<file path="src/hw/rtl/rfvf_pkg.sv">
// Package: types and constants for the reservoir frequent-value finder.
package rfvf_pkg;
    localparam int Size = 64;
    localparam int IdxW = $clog2(Size);
    localparam int CntW = $clog2(Size + 1);
    localparam int ValW = 48;
    localparam logic [6:0] MinCountReset = 7'd8;
    localparam logic REQ_SAMPLE = 1'b0;
    localparam logic REQ_REPORT = 1'b1;

    typedef struct packed {
        logic            req_type;
        logic [ValW-1:0] sample_value;
        logic [6:0]      random_draw;
    } in_beat_t;

    typedef struct packed {
        logic [ValW-1:0] frequent_value;
        logic [6:0]      occurrences;
        logic            found;
        logic            last;
    } out_beat_t;
endpackage

</file>
<file path="src/hw/rtl/reservoir_frequent_value_finder_unit.sv">
// Top level: reservoir sampler with frequent-value report.
//
// Channel | Dir | Handshake          | Payload
// in      | in  | in_valid/in_ready  | in_beat_t
// out     | out | out_valid/out_ready| out_beat_t
// cfg     | in  | cfg_valid/cfg_ready| min_count (7 bits)
//
// A sample beat makes at most one RAM write.
// A report walks the n filled entries repeatedly: each pass finds the smallest
// value above the one found by the previous pass and counts it, scanning over the
// single RAM read port and then emitting.
// Results wait in an output register; a stalled output holds the pass.
// Reset zeroes the fill count and restores the threshold; RAM contents are not cleared.
module reservoir_frequent_value_finder_unit
    import rfvf_pkg::*;
(
    input  logic      clk,
    input  logic      rst_n,
    input  logic      in_valid,
    output logic      in_ready,
    input  in_beat_t  in_data,
    output logic      out_valid,
    input  logic      out_ready,
    output out_beat_t out_data,
    input  logic      cfg_valid,
    output logic      cfg_ready,
    input  logic [6:0] cfg_data
);
    typedef enum logic [1:0] {ST_IDLE, ST_SCAN, ST_EMIT} state_t;

    state_t          state_reg;
    logic [CntW-1:0] fill_reg;
    logic [6:0]      min_reg;
    logic [IdxW:0]   idx_reg;        // read address issued
    logic            rd_v_reg;       // rdata valid this cycle
    logic [ValW-1:0] lo_reg;         // values must exceed this (when have_lo)
    logic            have_lo_reg;
    logic [ValW-1:0] best_reg;
    logic            best_v_reg;
    logic [6:0]      cnt_reg;
    logic            any_reg;
    out_beat_t       held_reg;       // latest qualifying value, sent once the next is known
    logic            out_v_reg;
    out_beat_t       out_reg;
    logic [ValW-1:0] rdata;

    logic samp;
    logic            we;
    logic [IdxW-1:0] waddr;

    assign cfg_ready = 1'b1;
    assign in_ready  = (state_reg == ST_IDLE) && !out_v_reg;
    assign samp      = in_valid && in_ready && in_data.req_type == REQ_SAMPLE;
    assign out_valid = out_v_reg;
    assign out_data  = out_reg;

    always_comb
    begin
        we    = 1'b0;
        waddr = in_data.random_draw[IdxW-1:0];
        if (samp)
        begin
            if (fill_reg < CntW'(Size))
            begin
                we    = 1'b1;
                waddr = fill_reg[IdxW-1:0];
            end
            else if (in_data.random_draw < 7'(Size))
            begin
                we = 1'b1;
            end
        end
    end

    rfvf_ram #(.Depth(Size), .Width(ValW)) u_ram (
        .clk   (clk),
        .we    (we),
        .waddr (waddr),
        .wdata (in_data.sample_value),
        .raddr (idx_reg[IdxW-1:0]),
        .rdata (rdata)
    );

    logic cand;
    assign cand = !have_lo_reg || rdata > lo_reg;

    always_ff @(posedge clk or negedge rst_n)
    begin
        if (!rst_n)
        begin
            state_reg   <= ST_IDLE;
            fill_reg    <= '0;
            min_reg     <= MinCountReset;
            idx_reg     <= '0;
            rd_v_reg    <= 1'b0;
            have_lo_reg <= 1'b0;
            best_v_reg  <= 1'b0;
            any_reg     <= 1'b0;
            out_v_reg   <= 1'b0;
            cnt_reg     <= '0;
            lo_reg      <= '0;
            best_reg    <= '0;
            held_reg    <= '0;
            out_reg     <= '0;
        end
        else
        begin
            if (cfg_valid)
            begin
                min_reg <= cfg_data;
            end
            if (out_v_reg && out_ready && state_reg != ST_EMIT)
            begin
                out_v_reg <= 1'b0;
            end
            case (state_reg)
                ST_IDLE:
                begin
                    if (samp && fill_reg < CntW'(Size))
                    begin
                        fill_reg <= fill_reg + 1'b1;
                    end
                    if (in_valid && in_ready && in_data.req_type == REQ_REPORT)
                    begin
                        state_reg   <= ST_SCAN;
                        have_lo_reg <= 1'b0;
                        any_reg     <= 1'b0;
                        idx_reg     <= '0;
                        rd_v_reg    <= 1'b0;
                        best_v_reg  <= 1'b0;
                        cnt_reg     <= '0;
                    end
                end
                ST_SCAN:
                begin
                    rd_v_reg <= (idx_reg < (IdxW+1)'(fill_reg));
                    if (idx_reg < (IdxW+1)'(fill_reg))
                    begin
                        idx_reg <= idx_reg + 1'b1;
                    end
                    if (rd_v_reg)
                    begin
                        if (cand)
                        begin
                            if (!best_v_reg || rdata < best_reg)
                            begin
                                best_reg   <= rdata;
                                best_v_reg <= 1'b1;
                                cnt_reg    <= 7'd1;
                            end
                            else if (rdata == best_reg)
                            begin
                                cnt_reg <= cnt_reg + 1'b1;
                            end
                        end
                    end
                    if (!rd_v_reg && idx_reg >= (IdxW+1)'(fill_reg))
                    begin
                        state_reg <= ST_EMIT;
                    end
                end
                default:
                begin
                    if (!out_v_reg || out_ready)
                    begin
                        idx_reg    <= '0;
                        rd_v_reg   <= 1'b0;
                        best_v_reg <= 1'b0;
                        cnt_reg    <= '0;
                        if (!best_v_reg)
                        begin
                            state_reg <= ST_IDLE;
                            out_v_reg <= 1'b1;
                            if (!any_reg)
                            begin
                                out_reg <= '{frequent_value: '0, occurrences: '0,
                                             found: 1'b0, last: 1'b1};
                            end
                            else
                            begin
                                out_reg <= '{frequent_value: held_reg.frequent_value,
                                             occurrences: held_reg.occurrences,
                                             found: 1'b1, last: 1'b1};
                            end
                        end
                        else
                        begin
                            state_reg   <= ST_SCAN;
                            lo_reg      <= best_reg;
                            have_lo_reg <= 1'b1;
                            if (cnt_reg > min_reg)
                            begin
                                out_v_reg <= any_reg;
                                if (any_reg)
                                begin
                                    out_reg <= held_reg;
                                end
                                any_reg  <= 1'b1;
                                held_reg <= '{frequent_value: best_reg, occurrences: cnt_reg,
                                              found: 1'b1, last: 1'b0};
                            end
                            else
                            begin
                                out_v_reg <= 1'b0;
                            end
                        end
                    end
                end
            endcase
        end
    end
endmodule

</file>
<file path="src/hw/rtl/rfvf_ram.sv">
// Single-port-write, single-read synchronous RAM for the reservoir.
module rfvf_ram
    import rfvf_pkg::*;
#(
    parameter int Depth = 64,
    parameter int Width = 48
)
(
    input  logic                     clk,
    input  logic                     we,
    input  logic [$clog2(Depth)-1:0] waddr,
    input  logic [Width-1:0]         wdata,
    input  logic [$clog2(Depth)-1:0] raddr,
    output logic [Width-1:0]         rdata
);
    logic [Width-1:0] mem [Depth];

    always_ff @(posedge clk)
    begin
        if (we)
        begin
            mem[waddr] <= wdata;
        end
        rdata <= mem[raddr];
    end
endmodule
</file>
<file path="config.mk">
export PLATFORM = sky130hd
export DESIGN_NAME = reservoir_frequent_value_finder_unit
export DESIGN_NICKNAME = d
export VERILOG_FILES = /design/src/hw/rtl/rfvf_pkg.sv /design/src/hw/rtl/reservoir_frequent_value_finder_unit.sv /design/src/hw/rtl/rfvf_ram.sv
export SDC_FILE = /design/constraint.sdc
export NUM_CORES = 2
export LEC_CHECK = 0
export BUFFER_PORTS_ARGS = -buffer_cell sky130_fd_sc_hd__buf_4
export CAP_MARGIN = 5
export CORE_ASPECT_RATIO = 0.7
export CORE_MARGIN = 2
export CORE_UTILIZATION = 45
export DETAILED_ROUTE_END_ITERATION = 10
export SLEW_MARGIN = 15
export SYNTH_ARGS = -nofsm -noshare
export SYNTH_HDL_FRONTEND = slang
export SYNTH_SLANG_ARGS = --single-unit
</file>
<file path="constraint.sdc">
create_clock -name clk -period 5.8 [get_ports clk]
set_input_delay 0.87 -clock clk [delete_from_list [all_inputs] [get_ports clk]]
set_output_delay 0.87 -clock clk [all_outputs]
set_load 0.01 [all_outputs]
</file>
# Word-level counts from Yosys, hierarchy flattened
# Memory sizes are Yosys's and may differ from the RTL's. A register that Yosys moved wholly into a read port is not among the register bits.
# Index checks and enable logic that the tools add are counted.
word_totals:
  regBits: 244
  ram_bits: 3072
  out_inout_bits: 60
  wordCells: 122
  n_memories: 1
memory_table:
  columns: ["name", "depth", "word_bits", "rd", "rd_ports_with_merged_regs", "wr", "line", "text"]
  rows:
  - ["u_ram.mem", 64, 48, 1, 1, 1, "rfvf_ram.sv:16", "logic [Width-1:0] mem [Depth];"]
classes:
  magnitude_cmp: 7
  eq_ne: 12
  add_sub_neg: 3
  mux: 44
  n_bitwise: 3
  reduce_logical: 33
op_table:
  columns: ["cell", "count"]
  rows:
  - ["$mux 57", 4]
  - ["$mux 7", 7]
  - ["$eq 48x48->1", 1]
  - ["$gt 48x48->1", 1]
  - ["$lt 48x48->1", 1]
  - ["$pmux 7 s2", 2]
  - ["$add 7x1->7 const B", 3]
  - ["$mux 1", 21]
  - ["$reduce_and 4->1", 4]
  - ["$reduce_and 5->1", 3]
  - ["$lt 7x7->1 const B", 2]
  - ["$mux 6", 2]
  - ["$ne 2x2->1 const B", 6]
  - ["$reduce_and 3->1", 3]
  - ["$logic_and 1x1->1", 8]
  - ["$pmux 1 s2", 4]
  - ["$ge 7x7->1", 1]
  - ["$gt 7x7->1", 1]
  - ["$lt 7x7->1", 1]
  - ["$mux 2", 3]
  - ["$ne 2x1->1 const B", 3]
  - ["$reduce_bool 2->1", 3]
  - ["$logic_not 1->1", 4]
  - ["$pmux 2 s2", 1]
  - ["8 further kinds", 13]

# Longest topological paths before layout
logic_depth:
  depth_word: 7
  depth_mapped: 13
  ltp_nobuf: 10

# By module
# A second synthesis with hierarchy kept.
hier_totals:
  hier_cells: 6169
  hier_area_um2: 129585.5
modules_own_cells:
  columns: ["mod", "area_each_um2", "cells_per_inst", "instances"]
  rows:
  - ["rfvf_ram", 117139.8, 4970, 1]
  - ["reservoir_frequent_value_finder_unit", 12445.7, 1199, 1]

# Least setup slack after synthesis
# Ideal clock, no wire load.
synth_path:
  kind: "reg-to-reg"
  startpoint: "reg state_reg[1]"
  endpoint: "mem u_ram.mem[32][0] (enable)"
  arrival_time_ns: 4.307
  period_less_slack_ns: 4.761
  path_buffers: 0
  path_slack_ns: 1.039
  stages_incl_launch_ff: 7
  setup_ns: 0.454
  path_cell_list: "dfrtp_1 -> nor3_1 -> nand3b_1 -> nor2_2 -> mux2i_1 -> nand3_1 -> nor2_1"
synth_via:
  elab_chain_len: 7
synth_rtl:
  columns: ["item", "line", "text"]
  rows:
  - ["start, declared", "reservoir_frequent_value_finder_unit.sv:31", "state_t state_reg;"]
  - ["start signal, assigned", "reservoir_frequent_value_finder_unit.sv:91", "state_reg <= ST_IDLE;"]
  - ["start signal, assigned", "reservoir_frequent_value_finder_unit.sv:125", "state_reg <= ST_SCAN;"]
  - ["start signal, assigned", "reservoir_frequent_value_finder_unit.sv:159", "state_reg <= ST_EMIT;"]
  - ["$logic_not 2->1 (*)", "reservoir_frequent_value_finder_unit.sv:52", "assign in_ready = (state_reg == ST_IDLE) && !out_v_reg;"]
  - ["$logic_and 1x1->1 (*)", "reservoir_frequent_value_finder_unit.sv:52", null]
  - ["named net in_ready", "reservoir_frequent_value_finder_unit.sv:20", "output logic in_ready,"]
  - ["$logic_and 1x1->1 (*) (2 in a row)", "reservoir_frequent_value_finder_unit.sv:53", "assign samp = in_valid && in_ready && in_data.req_type == REQ_SAMPLE;"]
  - ["$mux 1", "reservoir_frequent_value_finder_unit.sv:61", "if (samp)"]
  - ["$mux 1", "rfvf_ram.sv:20", "if (we)"]
  - ["$mux 1 (implied by the code)", "rfvf_ram.sv:22", "mem[waddr] <= wdata;"]
  - ["end, declared", "rfvf_ram.sv:16", null]
# Mark *: on every way through the listed nets, which the timed path passes. The rest lies on a longest branch.

# Worst setup path after layout
layout_path:
  startpoint: "reg state_reg[1]"
  endpoint: "mem u_ram.mem[22][30] (enable)"
layout_via:
  elab_chain_len: 7
layout_rtl:
  columns: ["item", "line"]
  rows:
  - ["$logic_not 2->1 (*)", "reservoir_frequent_value_finder_unit.sv:52"]
  - ["$logic_and 1x1->1 (*)", "reservoir_frequent_value_finder_unit.sv:52"]
  - ["$logic_and 1x1->1 (*) (2 in a row)", "reservoir_frequent_value_finder_unit.sv:53"]
  - ["$mux 1", "reservoir_frequent_value_finder_unit.sv:61"]
  - ["$mux 1", "rfvf_ram.sv:20"]
  - ["$mux 1 (implied by the code)", "rfvf_ram.sv:22"]
# Mark *: on every way between the ends. The rest lies on a longest branch, timed or not.

==> impl_metrics.env <==
export IMPL_status="completed"
export IMPL_drt_initial_drc_count=8000
export IMPL_worst_slew_pin_slew_ns=1.33
export IMPL_yosysMostFrequentCell="edfxtp_1"
export IMPL_layout_drive_gt1_share=0.309
export IMPL_setup_ws_ns=1.02
export IMPL_max_stage_delay_ns=0.78
export IMPL_worst_ep_arrival_time_ns=5.31
export IMPL_met2_length_um=142000
export IMPL_start_util=0.453
export IMPL_critPathKind="reg -> reg"
export IMPL_cts_tree="done"
export IMPL_cpMaxStageDelayCell="nor2_4"
export IMPL_pwr_density_cell_nw_per_um2=459
export IMPL_portBuffers=126
export IMPL_holdPathStages=3
export IMPL_num_vias=60669
export IMPL_grt_setup_unrepaired="no"
export IMPL_nNetsFinal=6181
export IMPL_cp_required_ns=6.33
export IMPL_die_x_um=645
export IMPL_ys_top_cells_by_area="edfxtp_1, mux4_2, dfrtp_1"
export IMPL_cts_root_buf="clkbuf_16"
export IMPL_grt_max_degree=115
export IMPL_pre_cts_ws_ns=0.918
export IMPL_die_h_um=453
export IMPL_synth_async_reset_ratio=0.0725
export IMPL_h_tree_depth=5
export IMPL_wl_met3_um=32800
export IMPL_hold_violations=0
export IMPL_drc=0
export IMPL_setup_viol=0
export IMPL_vdd_drop_max_mv=0.532
export IMPL_ys_seq_area_frac=0.766
export IMPL_synth_common_cells="edfxtp_1, mux4_2, dfrtp_1"
export IMPL_syn_area_per_cell_um2=23.0
export IMPL_syn_inst=5645
export IMPL_post_cts_buffers=0
export IMPL_clock_latency_ns=0.89
export IMPL_total_leakage_power_nw=46.9
export IMPL_cp_end_kind="flip-flop"
export IMPL_synth_nets=5826
export IMPL_wl_per_cell_um=32.3
export IMPL_maxCapViolCount=0
export IMPL_slew_headroom=0.102
export IMPL_min_path_type="in -> reg"
export IMPL_yosys_area_top_type="edfxtp_1"
export IMPL_ff2ff_path_depth=8
export IMPL_syn_area_um2=130000
export IMPL_total_power_mw=67.3
export IMPL_post_place_cells=9500
export IMPL_ant_nets=0
export IMPL_numCtsBuffers=315
export IMPL_synth_top_area_frac=0.712
export IMPL_cts_max_path_buffers=4
export IMPL_synthFlopType="edfxtp_1"
export IMPL_fin_setup_tns_ns=0
export IMPL_routed_wl_um=325000
export IMPL_drv_slew=0
export IMPL_grt_first_pass_wirelength_um=460000
export IMPL_die_area_um2=292000
export IMPL_cp_common_cell="nor3_1"
export IMPL_ys_types=61
export IMPL_clk_pin_slew_worst_paths_ns=0.07
export IMPL_dr_pass1_iters=5
export IMPL_top_layer_used="met5"
export IMPL_dp_hpwl_um=194000
export IMPL_gp_congestion=0.854
export IMPL_utilization=0.514
export IMPL_layoutNonFillerInstCount=10071
export IMPL_design_area_um2=147000
export IMPL_grt_overflow=0
export IMPL_synth_edff_count=3072
export IMPL_fmax_ghz=0.209
export IMPL_wl_met1_um=140000
export IMPL_synthToLayoutAreaGrowth_pct=13.3
export IMPL_ios=128
export IMPL_crit_chain="nor3_1 > nand3b_1 > nor2_2 > mux2i_1 > nor3_1 > nand2_1 > nor2_4 > buf_4"
export IMPL_cp_max_fo=18
export IMPL_place_area_um2=137000
export IMPL_cts_resized=0
export IMPL_cts_hold_buf=1
export IMPL_grt_pass1_vias=59996
export IMPL_fin_crit_ns=4.78
export IMPL_rows=164
export IMPL_clock_sinks=3364
export IMPL_skew_ns=0.0596
export IMPL_antenna_found_initial=29
export IMPL_core_area_um2=286000
export IMPL_ys_ff_latch=3364
export IMPL_synth_warning_count=0
export IMPL_timing_hold_ws_ns=0.224
export IMPL_grt_use_total=0.223
export IMPL_cp_start_kind="flip-flop"
export IMPL_vias_per_cell=6.02
export IMPL_timing_final_crit_share=0.824
export IMPL_largest_reg_flops=3072
cells in the final DEF (no fill, tap or decap), types with 7 or more instances in the layout:
cell / synthesis / layout
a21o_1: 7 / 7
a21oi_1: 44 / 44
buf_12: 0 / 69
buf_4: 3 / 238
bufinv_16: 0 / 23
clkbuf_1: 152 / 59
clkbuf_16: 0 / 325
clkinv_1: 0 / 63
clkinv_2: 0 / 55
clkinvlp_4: 0 / 10
dfrtp_1: 243 / 237
dfxtp_1: 48 / 48
diode_2: 0 / 10
edfxtp_1: 3072 / 3072
ha_1: 113 / 113
inv_1: 122 / 122
mux2_1: 15 / 15
mux2_2: 92 / 92
mux4_2: 1008 / 1008
nand2_1: 218 / 217
nand2b_1: 7 / 7
nand3_1: 28 / 27
nand4_1: 27 / 27
nor2_1: 82 / 18
nor2_4: 0 / 64
nor2b_1: 8 / 8
nor3_1: 9 / 9
nor4_1: 7 / 7
o211ai_1: 11 / 11
o21a_1: 7 / 7
o21ai_0: 137 / 136
critical path: cells and delay by family, from the launching register on:
kind | cells | cell delay, ns
multiplexers | 1 | 0.36
AND/OR/NAND/NOR | 6 | 3.23
buffers and inverters | 1 | 0.37
flip-flops | 1 | 0.48
where the power goes:
part           internal, mW  total [mW]  switching [mW]
logic                  8.94        19.3            10.4
clock network          11.4        20.2            8.85
registers              27.0        27.8           0.792
cell type report:
cell class	count	area, um^2
antenna	10	25.0
multi-input combinational	1888	29100
sequential	3364	99300
inverter	122	458
fill	21923	139000
timing repair buffer	309	3190
clock inverter	168	1460
tap	3818	4780
clock buffer	392	8450
logic make-up (layout without fill, tap and decap cells):
logic type,count (synthesis),count (layout),synth area share
XOR/XNOR,6,6,0.000406
flip-flops,3364,3364,0.766
other,1,11,0.0000289
adder cells (fa/ha/maj),113,113,0.0109
AO/OA/AOI/OAI,241,241,0.0108
AND/OR/NAND/NOR,408,408,0.0137
multiplexers,1119,1119,0.185
buffers and inverters,393,991,0.0129
per-layer routing:
layer / up-vias / global-route usage
met5: - / 0
met4: 4 / 0.0664
met3: 442 / 0.0573
met2: 2713 / 0.318
met1: 33018 / 0.339
li1: 24492 / -
worst paths after layout:
kind                              startpoint                 to  slack [ns]
min in group asynchronous              rst_n       out_data[49]        0.58
worst max-delay path            state_reg[1]  u_ram.mem[22][30]        1.02
max in group asynchronous              rst_n       out_data[30]        4.01
worst min register to register   held_reg[1]        held_reg[1]        0.47
worst max register to register  state_reg[1]  u_ram.mem[22][30]        1.02
worst min-delay path             cfg_data[5]         min_reg[5]        0.22
No activity file was read; power rests on OpenSTA's default activity.
